[src/rtl/ssus_pkg.sv]
package ssus_pkg;

  localparam int unsigned DEC_W    = 4;
  localparam int unsigned CHANNELS = 4;

  localparam logic [3:0] CMD_LAST = 4'd10;

  localparam logic [7:0] CHR_A    = 8'h41;
  localparam logic [7:0] CHR_ONE  = 8'h31;
  localparam logic [7:0] CHR_LA   = 8'h61;
  localparam logic [7:0] CHR_ZERO = 8'h30;
  localparam logic [7:0] CHR_NL   = 8'h0a;

  typedef enum logic [1:0] {
    ACT_SET    = 2'd0,
    ACT_NEXT   = 2'd1,
    ACT_REPEAT = 2'd2
  } action_t;

  typedef struct packed {
    logic [1:0] action;
    logic [3:0] decoder_address;
    logic [1:0] channel_index;
    logic [1:0] signal_level;
  } in_t;

  typedef struct packed {
    logic [7:0] out_byte;
    logic       last_byte;
    logic       level_changed;
  } out_t;

  typedef logic [CHANNELS-1:0][1:0] row_t;

  // one work item between front and back
  typedef struct packed {
    logic             is_cmd;
    logic             level_changed;
    logic [DEC_W-1:0] dec;
    row_t             lv;
  } qent_t;

endpackage

[src/rtl/ssus_front.sv]
module ssus_front
  import ssus_pkg::*;
#(
  parameter int unsigned DECODERS = 8
) (
  input  logic  clk,
  input  logic  rst_n,
  input  logic  in_valid,
  output logic  in_stall,
  input  in_t   in_data,
  input  logic  q_full,
  output logic  q_push,
  output qent_t q_data
);

  localparam int unsigned IDX_W = (DECODERS > 1) ? $clog2(DECODERS) : 1;

  row_t                lvl_r [DECODERS];
  logic [DECODERS-1:0] dirty_r, dirty_nxt;
  logic [DEC_W-1:0]    rpt_r, rpt_nxt;

  logic             accept;
  logic             in_range;
  logic [DEC_W-1:0] set_dec;
  logic [DEC_W-1:0] first_dec;
  logic             any_dirty;
  logic [DEC_W-1:0] rd_dec;
  row_t             rd_row;
  logic             wr_en;

  assign in_stall = q_full;
  assign accept   = in_valid && !q_full;
  assign q_push   = accept;

  assign in_range = (in_data.decoder_address != '0) &&
                    (in_data.decoder_address <= DEC_W'(DECODERS));
  assign set_dec  = in_data.decoder_address - DEC_W'(1);

  always_comb begin
    first_dec = '0;
    for (int i = DECODERS - 1; i >= 0; i--) begin
      if (dirty_r[i]) first_dec = DEC_W'(i);
    end
  end
  assign any_dirty = |dirty_r;

  always_comb begin
    case (in_data.action)
      ACT_SET:  rd_dec = set_dec;
      ACT_NEXT: rd_dec = first_dec;
      default:  rd_dec = rpt_r;
    endcase
  end

  assign rd_row = lvl_r[rd_dec[IDX_W-1:0]];

  always_comb begin
    q_data               = '0;
    q_data.dec           = rd_dec;
    q_data.lv            = rd_row;
    dirty_nxt            = dirty_r;
    rpt_nxt              = rpt_r;
    wr_en                = 1'b0;
    case (in_data.action)
      ACT_SET: begin
        if (in_range && (rd_row[in_data.channel_index] != in_data.signal_level)) begin
          wr_en                       = accept;
          q_data.level_changed        = 1'b1;
          dirty_nxt[set_dec[IDX_W-1:0]] = 1'b1;
        end
      end
      ACT_NEXT: begin
        if (any_dirty) begin
          q_data.is_cmd                   = 1'b1;
          dirty_nxt[first_dec[IDX_W-1:0]] = 1'b0;
        end
      end
      ACT_REPEAT: begin
        q_data.is_cmd = 1'b1;
        rpt_nxt = (rpt_r == DEC_W'(DECODERS - 1)) ? '0 : rpt_r + DEC_W'(1);
      end
      default: ;
    endcase
  end

  always_ff @(posedge clk) begin
    if (!rst_n) begin
      dirty_r <= '0;
      rpt_r   <= '0;
      for (int i = 0; i < DECODERS; i++) lvl_r[i] <= '0;
    end else begin
      if (accept) begin
        dirty_r <= dirty_nxt;
        rpt_r   <= rpt_nxt;
      end
      if (wr_en) lvl_r[set_dec[IDX_W-1:0]][in_data.channel_index] <= in_data.signal_level;
    end
  end

endmodule

[src/rtl/ssus_fifo.sv]
module ssus_fifo
  import ssus_pkg::*;
(
  input  logic  clk,
  input  logic  rst_n,
  input  logic  push,
  input  qent_t push_data,
  output logic  full,
  input  logic  pop,
  output logic  head_valid,
  output qent_t head_data
);

  qent_t      ent_r [2];
  logic       wr_ptr_r, rd_ptr_r;
  logic [1:0] count_r;

  assign full       = (count_r == 2'd2);
  assign head_valid = (count_r != 2'd0);
  assign head_data  = ent_r[rd_ptr_r];

  always_ff @(posedge clk) begin
    if (push) ent_r[wr_ptr_r] <= push_data;
  end

  always_ff @(posedge clk) begin
    if (!rst_n) begin
      wr_ptr_r <= 1'b0;
      rd_ptr_r <= 1'b0;
      count_r  <= 2'd0;
    end else begin
      if (push) wr_ptr_r <= ~wr_ptr_r;
      if (pop)  rd_ptr_r <= ~rd_ptr_r;
      case ({push, pop})
        2'b10:   count_r <= count_r + 2'd1;
        2'b01:   count_r <= count_r - 2'd1;
        default: count_r <= count_r;
      endcase
    end
  end

endmodule

[src/rtl/ssus_back.sv]
module ssus_back
  import ssus_pkg::*;
(
  input  logic  clk,
  input  logic  rst_n,
  input  logic  head_valid,
  input  qent_t head_data,
  output logic  pop,
  output logic  out_valid,
  input  logic  out_stall,
  output out_t  out_data
);

  logic [3:0] idx_r;
  logic       out_valid_r;
  out_t       out_data_r;

  logic       load;
  out_t       cur;
  logic [3:0] idx_m2;

  assign idx_m2 = idx_r - 4'd2;

  always_comb begin
    cur = '0;
    if (!head_data.is_cmd) begin
      cur.last_byte     = 1'b1;
      cur.level_changed = head_data.level_changed;
    end else if (idx_r == 4'd0) begin
      cur.out_byte = CHR_A;
    end else if (idx_r == 4'd1) begin
      cur.out_byte = CHR_ONE + 8'(head_data.dec);
    end else if (idx_r == CMD_LAST) begin
      cur.out_byte  = CHR_NL;
      cur.last_byte = 1'b1;
    end else if (!idx_r[0]) begin
      cur.out_byte = CHR_LA + 8'(idx_m2[2:1]);
    end else begin
      cur.out_byte = CHR_ZERO + 8'(head_data.lv[idx_m2[2:1]]);
    end
  end

  assign load      = head_valid && (!out_valid_r || !out_stall);
  assign pop       = load && cur.last_byte;
  assign out_valid = out_valid_r;
  assign out_data  = out_data_r;

  always_ff @(posedge clk) begin
    if (load) out_data_r <= cur;
  end

  always_ff @(posedge clk) begin
    if (!rst_n) begin
      out_valid_r <= 1'b0;
      idx_r       <= '0;
    end else begin
      if (load) begin
        out_valid_r <= 1'b1;
        idx_r       <= cur.last_byte ? 4'd0 : idx_r + 4'd1;
      end else if (!out_stall) begin
        out_valid_r <= 1'b0;
      end
    end
  end

  // position never runs past the newline
  a_idx_range: assert property (@(posedge clk) disable iff (!rst_n)
    idx_r <= CMD_LAST)
    else $error("byte position out of range");

  // a part-sent command keeps its queue entry
  a_mid_cmd_head: assert property (@(posedge clk) disable iff (!rst_n)
    (idx_r != 4'd0) |-> (head_valid && head_data.is_cmd))
    else $error("command entry lost mid-transfer");

  // an entry leaves only after its last byte went to the output register
  a_pop_last: assert property (@(posedge clk) disable iff (!rst_n)
    pop |=> (out_valid && out_data.last_byte))
    else $error("entry retired without last byte");

endmodule

[src/rtl/signal_shadow_update_scheduler_core.sv]
// Signal shadow update scheduler.
// Input channel (in_valid / in_stall / in_data): one action per transfer:
//   set level, request next dirty command, or request repeat command.
// Output channel (out_valid / out_stall / out_data): one byte per transfer.
//   A set action (and an idle next request or unused code) yields one
//   transfer with last_byte set; a command yields eleven, 'A', decoder
//   digit, a..d with level digits, newline, last_byte on the newline.
// Path: an action is written into the queue, then its first byte into the
//   output register. Throughput: one output byte per cycle while out_stall
//   is low and the queue holds an entry; the byte serialiser in the back
//   end sets this rate.
// The front end updates the level table, dirty flags and repeat pointer at
//   once and hands a snapshot of the chosen decoder's row to a two-entry
//   queue, so it keeps taking actions while the back end is still sending.
// Reset (rst_n low, synchronous): all levels zero, dirty flags clear,
//   repeat pointer zero, queue and output empty.
// Receiver stall: the output byte holds; the queue fills, after which
//   in_stall rises until the back end drains an entry.
module signal_shadow_update_scheduler_core
  import ssus_pkg::*;
#(
  parameter int unsigned DECODERS = 8
) (
  input  logic clk,
  input  logic rst_n,
  input  logic in_valid,
  output logic in_stall,
  input  in_t  in_data,
  output logic out_valid,
  input  logic out_stall,
  output out_t out_data
);

  logic  q_push, q_full, q_pop, q_valid;
  qent_t q_wdata, q_head;

  // front: state owner, classifies each action
  ssus_front #(
    .DECODERS (DECODERS)
  ) u_front (
    .clk      (clk),
    .rst_n    (rst_n),
    .in_valid (in_valid),
    .in_stall (in_stall),
    .in_data  (in_data),
    .q_full   (q_full),
    .q_push   (q_push),
    .q_data   (q_wdata)
  );

  // decoupling queue
  ssus_fifo u_fifo (
    .clk        (clk),
    .rst_n      (rst_n),
    .push       (q_push),
    .push_data  (q_wdata),
    .full       (q_full),
    .pop        (q_pop),
    .head_valid (q_valid),
    .head_data  (q_head)
  );

  // back: byte serialiser with output register
  ssus_back u_back (
    .clk        (clk),
    .rst_n      (rst_n),
    .head_valid (q_valid),
    .head_data  (q_head),
    .pop        (q_pop),
    .out_valid  (out_valid),
    .out_stall  (out_stall),
    .out_data   (out_data)
  );

endmodule
[config.mk]
export PLATFORM = sky130hd
export DESIGN_NAME = signal_shadow_update_scheduler_core
export DESIGN_NICKNAME = d
export VERILOG_FILES = /design/src/rtl/ssus_pkg.sv /design/src/rtl/ssus_front.sv /design/src/rtl/ssus_fifo.sv /design/src/rtl/ssus_back.sv /design/src/rtl/signal_shadow_update_scheduler_core.sv
export SDC_FILE = /design/constraint.sdc
export NUM_CORES = 1
export LEC_CHECK = 0
export ABC_AREA = 1
export BUFFER_PORTS_ARGS = -buffer_cell sky130_fd_sc_hd__buf_2
export CORE_ASPECT_RATIO = 0.7
export CORE_MARGIN = 3
export CORE_UTILIZATION = 60
export CTS_BUF_LIST = sky130_fd_sc_hd__clkbuf_2
export CTS_CLUSTER_SIZE = 16
export DETAILED_ROUTE_END_ITERATION = 12
export HOLD_SLACK_MARGIN = 0.12
export PLACE_DENSITY_LB_ADDON = 0.3
export SYNTH_ARGS = -nofsm -noshare
export SYNTH_HDL_FRONTEND = slang
export SYNTH_SLANG_ARGS = --single-unit
export TNS_END_PERCENT = 30
[constraint.sdc]
create_clock -name clk -period 3.1 [get_ports clk]
set_input_delay 0.31 -clock clk [delete_from_list [all_inputs] [get_ports clk]]
set_output_delay 0.31 -clock clk [all_outputs]
set_load 0.02 [all_outputs]
* Word-level counts from Yosys, hierarchy flattened
Memory sizes are Yosys's and may differ from the RTL's. A register that Yosys moved wholly into a read port is not among the register bits. Cells that the tools add are included.
Word-level totals: register bits after elaboration 31, bits in writable memories 92, input port bits 14, output and inout bits 12, logic and storage cells 123, memories kept 2
Memories:
- u_front.lvl_r | depth 8, bits a word 8, read ports 1, clocked after memory_dff 0, wr ports 8, line ssus_front.sv:18 | row_t lvl_r [DECODERS];
- u_fifo.ent_r | depth 2, bits a word 14, read ports 1, clocked after memory_dff 1, wr ports 1, line ssus_fifo.sv:14 | qent_t ent_r [2];
Operators by class: add/sub/neg operators 9, $lt $le $gt $ge 8, equality and inequality tests 12, multiplexer cells 52, bitwise logic cells 6, reduce and logical (&&, ||, !) cells 23
Operators by type and width (number):
- two-way mux 8 bit | 8
- two-way mux 3 bit | 9
- two-way mux 1 bit | 20
- case mux 8 bit (2 select lines) | 1
- OR reduction 8 bit | 2
- adder 4 x 1 -> 4 bit (second input constant) | 2
- adder 7 x 2 -> 8 bit (first input constant) | 1
- bitwise AND 8 bit | 1
- binary-select mux 2 bit (select 2 bit) | 2
- logical AND 1 bit | 8
- < comparator 3 x 4 -> 1 bit (second input constant) | 2
- two-way mux 4 bit | 2
- inverter 8 bit | 1
- bitwise OR 8 bit | 1
- case mux 4 bit (2 select lines) | 1
- adder 6 x 2 -> 7 bit (first input constant) | 1
- adder 6 x 4 -> 7 bit (first input constant) | 1
- two-way mux 7 bit | 1
- demux 1 bit (select 3 bit) | 2
- == test 2 bit (second input constant) | 3
- greater-or-equal comparator 3 x 1 -> 1 bit (second input constant) | 2
- < comparator 2 x 3 -> 1 bit (second input constant) | 2
- two-way mux 2 bit | 3
- inequality test 2 x 1 -> 1 bit (second input constant) | 3
- 24 further kinds | 31

* Depth between registers and ports, before layout
Gate-level depths: netlist of run 1. An unclocked memory read counts as a cell.
depth in word-level cells 21, gate-level depth with buffers 25, gate-level depth less buffers 25

* Cells and area by module
From an unflattened synthesis of run 1, not the netlist that was laid out.
Unflattened totals: cell total of the unflattened synthesis 727, area total of the unflattened synthesis 6608.8 µm²
Modules (own cells, without submodules):
- ssus_front | instances 1, cells an instance 542, area an instance 4479.3 µm², seq. area each 2162.1 µm²
- ssus_fifo | instances 1, cells an instance 78, area an instance 1236.2 µm², seq. area each 940.9 µm²
- ssus_back | instances 1, cells an instance 107, area an instance 893.4 µm², seq. area each 370.4 µm²

* Worst setup path after synthesis of run 1
OpenSTA, ideal clock, no wires.
kind input -> register, start point input port in_data[8] in the netlist's numbering, end point memory u_front.lvl_r[0][2] in the netlist's numbering (enable), data arrival time 2.630 ns, required time 2.802 ns, path slack 0.172 ns, cell stages on the path 21, path buffers 3, cells stage by stage inv_1 > ha_1 > nor2_2 > inv_2 > or2_1 > buf_2 > buf_2 > nand3_1 > nand3_1 > nand3_1 > nand3_1 > nand2_1 > nor2_1 > nand2_1 > nand2_1 > nand2_1 > nand2_2 > nor3_4 > buf_6 > nand3_2 > nand2_1
RTL lines:
- start: declaration | line signal_shadow_update_scheduler_core.sv:28 | input in_t in_data,
- end: declaration | line ssus_front.sv:18

==> results.toml, run 1 <==
[run_status]
status = "finished, violations left"
violations = "setup timing"

[timing]
final.setup.tns_ns = -12.27
number_of_max_slew_violations_in_the_final_report = 0
hold-worst-slack_ns = 0.194
rsz0062_at_grt = "true"
skew_ns = 0.0325
finalSetupViolations = 120
fin_crit_ns = 3.29
timing.max_slew.rel_slack = 0.376
highest_achievable_clock_rate_ghz = 0.304
period_share = 1.06
hold_violations = 0
fin_ws_ns = -0.193
timing_worst_slew_pin_value_ns = 0.932

[yosys]
yosys.cell_types.count = 43
netlist_top_cells_area = "edfxtp_1, nand2_1, nand3_1"
avgSynthCellArea_um2 = 9.01
postSynth.asyncResetShare = 0
post_synth_and_or_nand_nor_area_fraction = 0.309
most_common_flop_cell_mapped_by_yosys = "edfxtp_1"
gate_count_after_technology_mapping = 717
post_synth_fa_ha_maj_area_fraction = 0.0252
synth_largest_area_cell = "edfxtp_1"
mappedNetlistArea_um2 = 6460
synth_compound_area_frac = 0.0670
synth_top_cell_area_share = 0.469
postSynthRegisterBits = 123
synth_enable_flop_cells = 101
post_synth_mux_area_share = 0
synth_fp_nets = 744
synth-warning-count = 0
fraction_of_the_yosys_area_taken_by_sequential_cells = 0.538
synth_top_family_by_area = "simple AND/OR/NAND/NOR gates"
yosys.area_share.xor_xnor = 0.00271

[global_route]
grt_first_pass_wirelength_mm = 26.0
grt_pass1_vias = 5442
antenna_found_initial = 1
grt_start_max_net_pins = 41
grt_usage = 0.279
grt_overflow = 0

[final_layout]
area_occupied_by_multi_input_gates_um2 = 3170
final.fill_count = 554
syn2layout_area_growth_pct = 32.8
final-seq-area_um2 = 3480
instances_no_fill = 1000
layout.core_utilization = 0.823
nets = 880
final_layout_size_suffix_gt1_frac = 0.380

[power]
internal_power_mw = 3.04
total_power_per_unit_cell_area_nw_per_um2 = 561
peakVddDrop_mv = 0.442
netSwitchingPower_mw = 1.77
power.static_leakage_nw = 3.51
share_clk_of_total_power = 0.230
power.combinational.fraction = 0.321
power.share.switching = 0.369
sequentialPowerShare = 0.449

[place]
buffer_ports.inserted = 24
globalplace.congestion = 0.991
hpwlAfterDp_mm = 11.5
post-place-cells = 936

[clock_network]
h_tree_levels = 4
cts_root_buf = "clkbuf_2"
clock_sink_count = 123
insertion_delay_ns = 0.71
clock_tree_from_tritoncts = "built"
ctsLongestPathBuffers = 2
cts_buffers = 17
clk_transition_reported_paths_ns = 0.20

[detailed_routing]
via_count = 6388
drtAntennaViolNets = 0
detail_route.wirelength_mm = 20.7
post-route-drc-count = 0
avgViaCountPerCell = 6.39
first_pass_iters = 9
route.detailed.wl_per_inst_um = 20.7
initialDrtViolationCount = 967

[critical_path]
critical_path_class = "flop to flop"
critPathLaunchType = "flop"
endpoint_kind = "flop"
worst-path-max-fanout = 8
cp_data_required_time_ns = 3.53
cp.arrival_ns = 3.73

[die]
initial_utilization = 0.619
floorplan.die.width_um = 130
fp.dieH_um = 92.8
fp.dieArea_um2 = 12100
rows = 31
top_level_ports = 26
core_area_um2 = 10400

[job]
drv.max_cap_violation_count = 0

[min_path]
min-delay-path-class = "input port to flop"
[through the flow]
stage | setup slack, ns | total power, mW | instance area (µm²)
after floorplan | 0.172 | 3.06 | 6460
after global placement | -0.0703 | 3.44 | 7300
after detailed placement | -0.216 | 3.51 | 7300
after CTS | 0.0114 | 4.55 | 7590
after global routing | -0.310 | 5.02 | 8580
final | -0.193 | 4.81 | 8580
[final timing paths]
path / start / cells after the start / slack [ns] / end
setup / recovery: u_front.dirty_r[6] / 26 / -0.19 / u_front.lvl_r[0][5]
hold / removal: in_data[5] / 4 / 0.19 / u_fifo.ent_r[0][11]
setup reg to reg: u_front.dirty_r[6] / 26 / -0.19 / u_front.lvl_r[0][5]
hold reg to reg: u_fifo.rd_ptr_r / 1 / 0.48 / flop
[repair_timing]
item,in CTS,in global routing
gates resized for setup,2,161
hold buffers,3,0
cloned,0,9
setup buffers,0,19
pin swaps,0,17
setup endpoints to repair,8,136
hold endpoints to repair,4,0
[per-layer routing]
layer,track usage,up-vias,share of wire,wire length [µm]
met5,0,-,0,0
met4,0.109,0,0.051,1060
met3,0.0628,133,0.13,2680
met2,0.431,509,0.45,9360
met1,0.383,2999,0.37,7590
li1,-,2747,-,-
[cells by family after synthesis]
| kind of cell | count (synthesis) |
|---|---|
| simple gates | 421 |
| flops | 123 |
| buf+inv | 81 |
| compound gates | 76 |
| fa+ha+maj | 13 |
| xor+xnor | 2 |
| other cells | 1 |
[critical path, stage by stage, from the launching register on]
cell,delay [ns]
dfxtp_2,0.37
inv_2,0.04
nand2_1,0.04
nand2_1,0.05
nand2_1,0.05
nand2_1,0.07
nand2_2,0.05
nand2_2,0.10
nand3_2,0.11
nand2_4,0.18
nand2_8,0.11
clkbuf_16,0.20
nand2_1,0.10
nand3_2,0.09
nand3_2,0.12
nand3_2,0.08
nand2_2,0.09
nor2_1,0.06
nand2_1,0.05
nand2_1,0.05
nand2_1,0.08
nand2_2,0.08
nor3_4,0.23
buf_6,0.15
buf_12,0.16
nand3_2,0.10
nand2_1,0.19
[synth_stat cells (2+ instances only)]
master,number
buf_6,6
o21a_1,3
nand2_2,3
nor2_2,2
nand3_2,30
nand2_1,155
inv_2,6
edfxtp_1,101
nor3_2,2
o22ai_1,3
ha_1,13
o31ai_1,4
dfxtp_1,22
a311oi_1,2
nor3b_1,2
a21oi_1,29
nand3_1,110
o21ai_0,23
nor3_1,12
inv_1,43
nor4_1,2
or2_2,3
buf_2,3
buf_4,5
nor2_1,96
o21ai_1,4
clkbuf_1,16
a211oi_1,2
[state kept, by name (all words and copies together) (netlist names), named ones only]
signal	count
u_back.out_data	9
u_back.idx_r	4
u_fifo.count_r	2
u_fifo.ent_r	28
u_fifo.rd_ptr_r	1
u_back.out_valid	1
u_front.rpt_r	4
u_fifo.wr_ptr_r	1
u_front.lvl_r	64
u_front.dirty_r	8
[layout make-up]
type / count / area share
sequential: 123 / 0.405
multi-input combinational: 513 / 0.369
timing repair buffer: 146 / 0.152
inverter: 51 / 0.0243
tap: 132 / 0.0192
clock inverter: 12 / 0.0173
clock buffer: 20 / 0.0117
timing repair inverter: 1 / 0.00131
antenna: 2 / 0.000583
[layout by cell type (no fill, tap or decap), types with 20 or more instances in the layout]
master,Yosys,final
buf_4,5,92
nand3_1,110,61
buf_2,3,24
nand2_1,155,129
dfxtp_1,22,20
inv_1,43,41
clkbuf_2,0,20
edfxtp_1,101,101
nand3_2,30,66
nor2_2,2,21
nor2_1,96,72
nand2_2,3,20
a21oi_1,29,29
o21ai_0,23,23
[power by group through the flow]
stage	Combinational (mW)	Sequential (mW)	Clock (mW)
after floorplan	0.808	2.25	0
after global placement	1.26	2.18	0
after detailed placement	1.32	2.19	0
after CTS	1.33	2.15	1.08
after global routing	1.68	2.18	1.16
final	1.55	2.16	1.11
(Power assumes the default switching activity.)
==> inputs of run 2 (changes only) <==
- clock period: 3.1 -> 3.2 ns (I/O delays scaled with it)
==> run 2 against run 1 <==
Against the previous run:
- the flow now finishes without violations
- worst hold slack lost 0.0038 ns
- clock skew increased by 0.016 ns
- flip-flop and latch count stayed put
- sequential share of layout area increased by 4.4 points
- final cell count fell by 4.3%
- non-clock buffer count down 40
- core utilization decreased by 8.0 points
- total power is 4.6% lower
- routed wire length shrank 19%
- via count shrank 12%
- first-iteration DRC count shrank 42%
==> results.toml, run 2 (same netlist as run 1, synthesis figures left out) <==
[timing]
timing_worst_slew_pin_value_ns = 0.959
fin_crit_ns = 3.12
finalSetupViolations = 0
skew_ns = 0.0482
period_share = 0.974
number_of_max_slew_violations_in_the_final_report = 0
fin_ws_ns = 0.0818
timing.max_slew.rel_slack = 0.358
rsz0062_at_grt = "true"
hold_violations = 0
final.setup.tns_ns = 0
highest_achievable_clock_rate_ghz = 0.321
hold-worst-slack_ns = 0.190

[die]
floorplan.die.width_um = 130
core_area_um2 = 10400
top_level_ports = 26
fp.dieArea_um2 = 12100
fp.dieH_um = 92.8
rows = 31
initial_utilization = 0.619

[clock_network]
clock_tree_from_tritoncts = "built"
insertion_delay_ns = 0.70
ctsLongestPathBuffers = 2
cts_root_buf = "clkbuf_2"
clk_transition_reported_paths_ns = 0.17
clock_sink_count = 123
cts_buffers = 17
h_tree_levels = 4

[global_route]
antenna_found_initial = 0
grt_overflow = 0
grt_usage = 0.279
grt_first_pass_wirelength_mm = 25.9
grt_pass1_vias = 5325
grt_start_max_net_pins = 41

[critical_path]
cpMaxStageDelayCell = "dlygate4sd3_1"
cp_num_buf_inv = 7
critical_path_class = "input port to flop"
cp.arrival_ns = 3.52
timing.critical_path.mode_cell = "nand2_1"
crit_family = "simple AND/OR/NAND/NOR gates"
timing.critical_path.slowest_cell_delay_ns = 0.52
worst-path-max-fanout = 16
cp_data_required_time_ns = 3.60
cell_breakdown_of_the_critical_path = "dlygate4sd3_1, buf_2, inv_1, ha_1, nor2_4, inv_2, or2_4, nand2_4, buf_12, nand2_1, nand3_1, nand3_2, nand3_1, nand2_1, o21ai_1, nand2_1, nand2_1, nand2_2, nor3_4, buf_6, clkbuf_16, nand3_2, nand2_1"
critPathLaunchType = "input port"
endpoint_kind = "flop"

[power]
total_chip_power_mw = 4.59
total_power_per_unit_cell_area_nw_per_um2 = 592
power.static_leakage_nw = 3.19
peakVddDrop_mv = 0.386

[detailed_routing]
avgViaCountPerCell = 5.87
via_count = 5614
initialDrtViolationCount = 561
first_pass_iters = 6
post-route-drc-count = 0
drtAntennaViolNets = 0
detail_route.wirelength_mm = 16.7
route.detailed.wl_per_inst_um = 17.5

[final_layout]
flip_flop_count_of_the_largest_register_after_layout = 64
final_common_cell = "nand2_1"
leading_cell_types_in_the_layout_fill_and_taps_excluded = "nand2_1, nand3_1, edfxtp_1, nor2_1, buf_4"
syn2layout_area_growth_pct = 19.9
instances_no_fill = 957
nets = 839
final_layout_size_suffix_gt1_frac = 0.262
diodes = 0
largest_register = "u_front.lvl_r"

[job]
drv.max_cap_violation_count = 0

[place]
buffer_ports.inserted = 24
hpwlAfterDp_mm = 11.0
dp_slack_ns = -0.165
globalplace.congestion = 0.941
post-place-cells = 912

[run_status]
status = "finished, final reports clean"

[min_path]
min-delay-path-class = "input port to flop"
run 2: changes by cell type in the layout (fill, tap and decap cells not counted), moves of 9 or more:
cell,change
nand3_1,+41
nand3_2,-29
buf_4,-24
nor2_1,+21
nor2_2,-17
nand2_1,+13
nand3_4,-12
buf_6,-9
run 2: area by class of cell:
class	instances	area (µm²)
fill	700	2680
tap	132	165
inverter	51	199
sequential	123	3480
timing repair buffer	106	867
multi-input combinational	513	2740
clock inverter	12	196
clock buffer	20	100
run 2: timing repair:
item	CTS	global route
gates cloned	1	2
resized for setup	5	45
endpoints found under the setup margin	45	132
buffers inserted	2	5
pin swaps	1	9
endpoints found under the hold margin	4	0
hold buffers	3	0
run 2: report_power, final:
group / switching [mW] / internal, mW
sequential: 0.104 / 1.98
combinational: 0.884 / 0.424
clock: 0.595 / 0.602
run 2: final timing paths:
check / start / to / slack, ns / cells past startpoint
worst max register to register: u_front.dirty_r[4] / u_front.lvl_r[3][7] / 0.14 / 22
worst min-delay path: in_data[5] / u_fifo.ent_r[0][11] / 0.19 / 4
worst max-delay path: in_data[9] / u_front.lvl_r[3][7] / 0.08 / 23
worst min register to register: u_fifo.rd_ptr_r / flop / 0.47 / 1
run 2: through the flow:
stage          instance area, µm²   util
5_1_grt                      7750  0.743
4_1_cts                      7500  0.719
2_1_floorplan                6460      -
6_report                     7750  0.743
3_5_place_dp                 7120  0.683
3_3_place_gp                 7120  0.683
run 2: metal layers:
metal | vias up | share of wire | track usage
met4 | 0 | 0.027 | 0.119
met3 | 48 | 0.096 | 0.0680
met1 | 2619 | 0.40 | 0.380
li1 | 2664 | - | -
met2 | 283 | 0.47 | 0.428
met5 | - | 0 | 0
run 2: tightest hold or removal path: cells and delay by family:
kind	cells	cell delay (ns)
buffers and inverters	1	0.10
AOI/OAI and AO/OA	1	0.09
xor gates and xnor gates	1	0.13
and+or+nand+nor	1	0.06
==> inputs of run 3 (changes only) <==
==> constraint.sdc (replaced) <==
create_clock -name clk -period 3.2 [get_ports clk]
set_input_delay 0.64 -clock clk [delete_from_list [all_inputs] [get_ports clk]]
set_output_delay 0.64 -clock clk [all_outputs]
set_load 0.02 [all_outputs]
==> run 3 against run 2 <==
Against the previous run:
- register-to-register slack worse by 0.11 ns
- total power rose by 1.6%
- critical endpoint is now u_front.lvl_r[1][4]
- highest routed layer unchanged
- worst hold slack better by 0.038 ns
- clock-buffer cell count is 2 lower
- maximum frequency is 1.5% lower
- critical path depth fell by 2
==> results.toml, run 3 (same netlist as run 1, synthesis figures left out) <==
[run_status]
status = "finished, final reports clean"

[power]
total_chip_power_mw = 4.66
peakVddDrop_mv = 0.342
total_power_per_unit_cell_area_nw_per_um2 = 563
power.static_leakage_nw = 3.40

[clock_network]
h_tree_levels = 4
ctsLongestPathBuffers = 2
clk_transition_reported_paths_ns = 0.22
number_of_buffers_added_to_fix_hold_violations_after_cts = 0
cts_root_buf = "clkbuf_2"
clock_sink_count = 123
clock_tree_from_tritoncts = "built"
cts_buffers = 17
insertion_delay_ns = 0.72

[timing]
hold_violations = 0
final.setup.tns_ns = 0
fin_crit_ns = 3.17
timing_worst_slew_pin_value_ns = 0.845
skew_ns = 0.0583
number_of_max_slew_violations_in_the_final_report = 0
timing.max_slew.rel_slack = 0.435
period_share = 0.990
rsz0062_at_grt = "true"
highest_achievable_clock_rate_ghz = 0.316
finalSetupViolations = 0

[critical_path]
timing.critical_path.slowest_cell_delay_ns = 0.37
worstSetupStartpoint = "u_front.dirty_r[6]"
worst_setup_slack_for_register_to_register_paths_ns = 0.03
regToRegEndpoint = "u_front.lvl_r[1][4]"
worst-path-max-fanout = 8
critical_path_class = "flop to flop"
timing.critical_path.mode_cell = "nand2_1"
cpMaxStageDelayCell = "dfxtp_2"
crit-reg2reg-launch = "u_front.dirty_r[6]"
cp.arrival_ns = 3.64
setup.worst_path.end = "u_front.lvl_r[1][4]"
critPathLaunchType = "flop"
cell_breakdown_of_the_critical_path = "buf_6, nor2_4, nor2_2, nor3_2, nor3_2, nand2_1, nand2_4, buf_8, nand3_1, nand3_2, nand3_1, nand2_1, o21ai_1, nand2_1, nand2_1, nand2_2, nor3_4, buf_6, clkbuf_16, nand3_2, nand2_2"
crit_family = "simple AND/OR/NAND/NOR gates"
endpoint_kind = "flop"
cp_num_buf_inv = 4
path_depth = 21
worst_r2r_path_depth = 21
cp_data_required_time_ns = 3.68

[detailed_routing]
initialDrtViolationCount = 919
first_pass_iters = 8
avgViaCountPerCell = 6.22
detail_route.wirelength_mm = 19.5
drtAntennaViolNets = 0
via_count = 6130
post-route-drc-count = 0
route.detailed.wl_per_inst_um = 19.8

[min_path]
hold-path-cell-count = 3
min-delay-path-class = "input port to flop"

[job]
drv.max_cap_violation_count = 0

[final_layout]
leading_cell_types_in_the_layout_fill_and_taps_excluded = "nand2_1, edfxtp_1, buf_4, nor2_1, nand3_2"
final_layout_size_suffix_gt1_frac = 0.365
instances_no_fill = 985
area_occupied_by_multi_input_gates_um2 = 3060
final.fill_count = 606
syn2layout_area_growth_pct = 28.2
final_common_cell = "nand2_1"
diodes = 0
nets = 867
largest_register = "u_front.lvl_r"
design_area_um2 = 8290
final-seq-area_um2 = 3490
flip_flop_count_of_the_largest_register_after_layout = 64

[die]
floorplan.die.width_um = 130
fp.dieH_um = 92.8
initial_utilization = 0.619
core_area_um2 = 10400
fp.dieArea_um2 = 12100
rows = 31
top_level_ports = 26

[global_route]
grt_first_pass_wirelength_mm = 26.9
grt_usage = 0.292
grt_overflow = 0
antenna_found_initial = 0
grt_start_max_net_pins = 41
grt_pass1_vias = 5427

[place]
buffer_ports.inserted = 24
postPlaceCellArea_um2 = 7390
post-place-cells = 935
globalplace.congestion = 0.898
hpwlAfterDp_mm = 11.8
run 3: where the power goes:
| group | internal (mW) | switching (mW) | total [mW] |
|---|---|---|---|
| registers | 1.98 | 0.109 | 2.09 |
| logic | 0.490 | 0.958 | 1.45 |
| clock network | 0.507 | 0.618 | 1.13 |
| total | 2.98 | 1.68 | 4.66 |
run 3: how the worst min path moves through the flow:
stage	end	start
6_report	u_back.out_valid	out_stall
5_1_grt	u_back.out_valid	out_stall
3_3_place_gp	u_fifo.rd_ptr_r	u_fifo.rd_ptr_r
2_1_floorplan	flop	u_fifo.rd_ptr_r
3_5_place_dp	u_fifo.rd_ptr_r	u_fifo.rd_ptr_r
4_1_cts	u_back.out_valid	out_stall
run 3: worst register-to-register path: stages, from the launching register on:
cell	delay [ns]
dfxtp_2	0.37
buf_6	0.12
nor2_4	0.08
nor2_2	0.05
nor3_2	0.22
nor3_2	0.07
nand2_1	0.11
nand2_4	0.16
buf_8	0.20
nand3_1	0.09
nand3_2	0.09
nand3_1	0.10
nand2_1	0.08
o21ai_1	0.14
nand2_1	0.06
nand2_1	0.08
nand2_2	0.08
nor3_4	0.24
buf_6	0.18
clkbuf_16	0.18
nand3_2	0.11
nand2_2	0.12
run 3: area by class of cell:
| cell class | instances | share of cell area |
|---|---|---|
| Sequential cell | 123 | 0.421 |
| Multi-Input combinational cell | 513 | 0.369 |
| Timing Repair Buffer | 133 | 0.132 |
| Inverter | 51 | 0.0249 |
| Clock inverter | 14 | 0.0210 |
| Tap cell | 132 | 0.0199 |
| Clock buffer | 18 | 0.0109 |
| Timing Repair inverter | 1 | 0.00106 |
run 3: what timing repair did:
item | in CTS | in global routing
setup endpoints to repair | 56 | 131
buffers inserted | 1 | 11
gates cloned | 1 | 5
gates resized for setup | 5 | 94
pin swaps | 1 | 14
run 3: per-stage QoR:
| stage | hold slack, ns | worst slack, ns | util |
|---|---|---|---|
| 3_5_place_dp | 0.444 | -0.405 | 0.708 |
| 4_1_cts | 0.192 | 0.0327 | 0.738 |
| 3_3_place_gp | 0.438 | -0.291 | 0.708 |
| 6_report | 0.228 | 0.0334 | 0.794 |
| 5_1_grt | 0.179 | -0.130 | 0.794 |
| 2_1_floorplan | 0.426 | 0.00373 | - |
run 3: metal layers:
| metal | GRT usage | part of all wire |
|---|---|---|
| met1 | 0.412 | 0.37 |
| met2 | 0.448 | 0.46 |
| met3 | 0.0697 | 0.12 |
| met4 | 0.0882 | 0.044 |
| met5 | 0 | 0 |
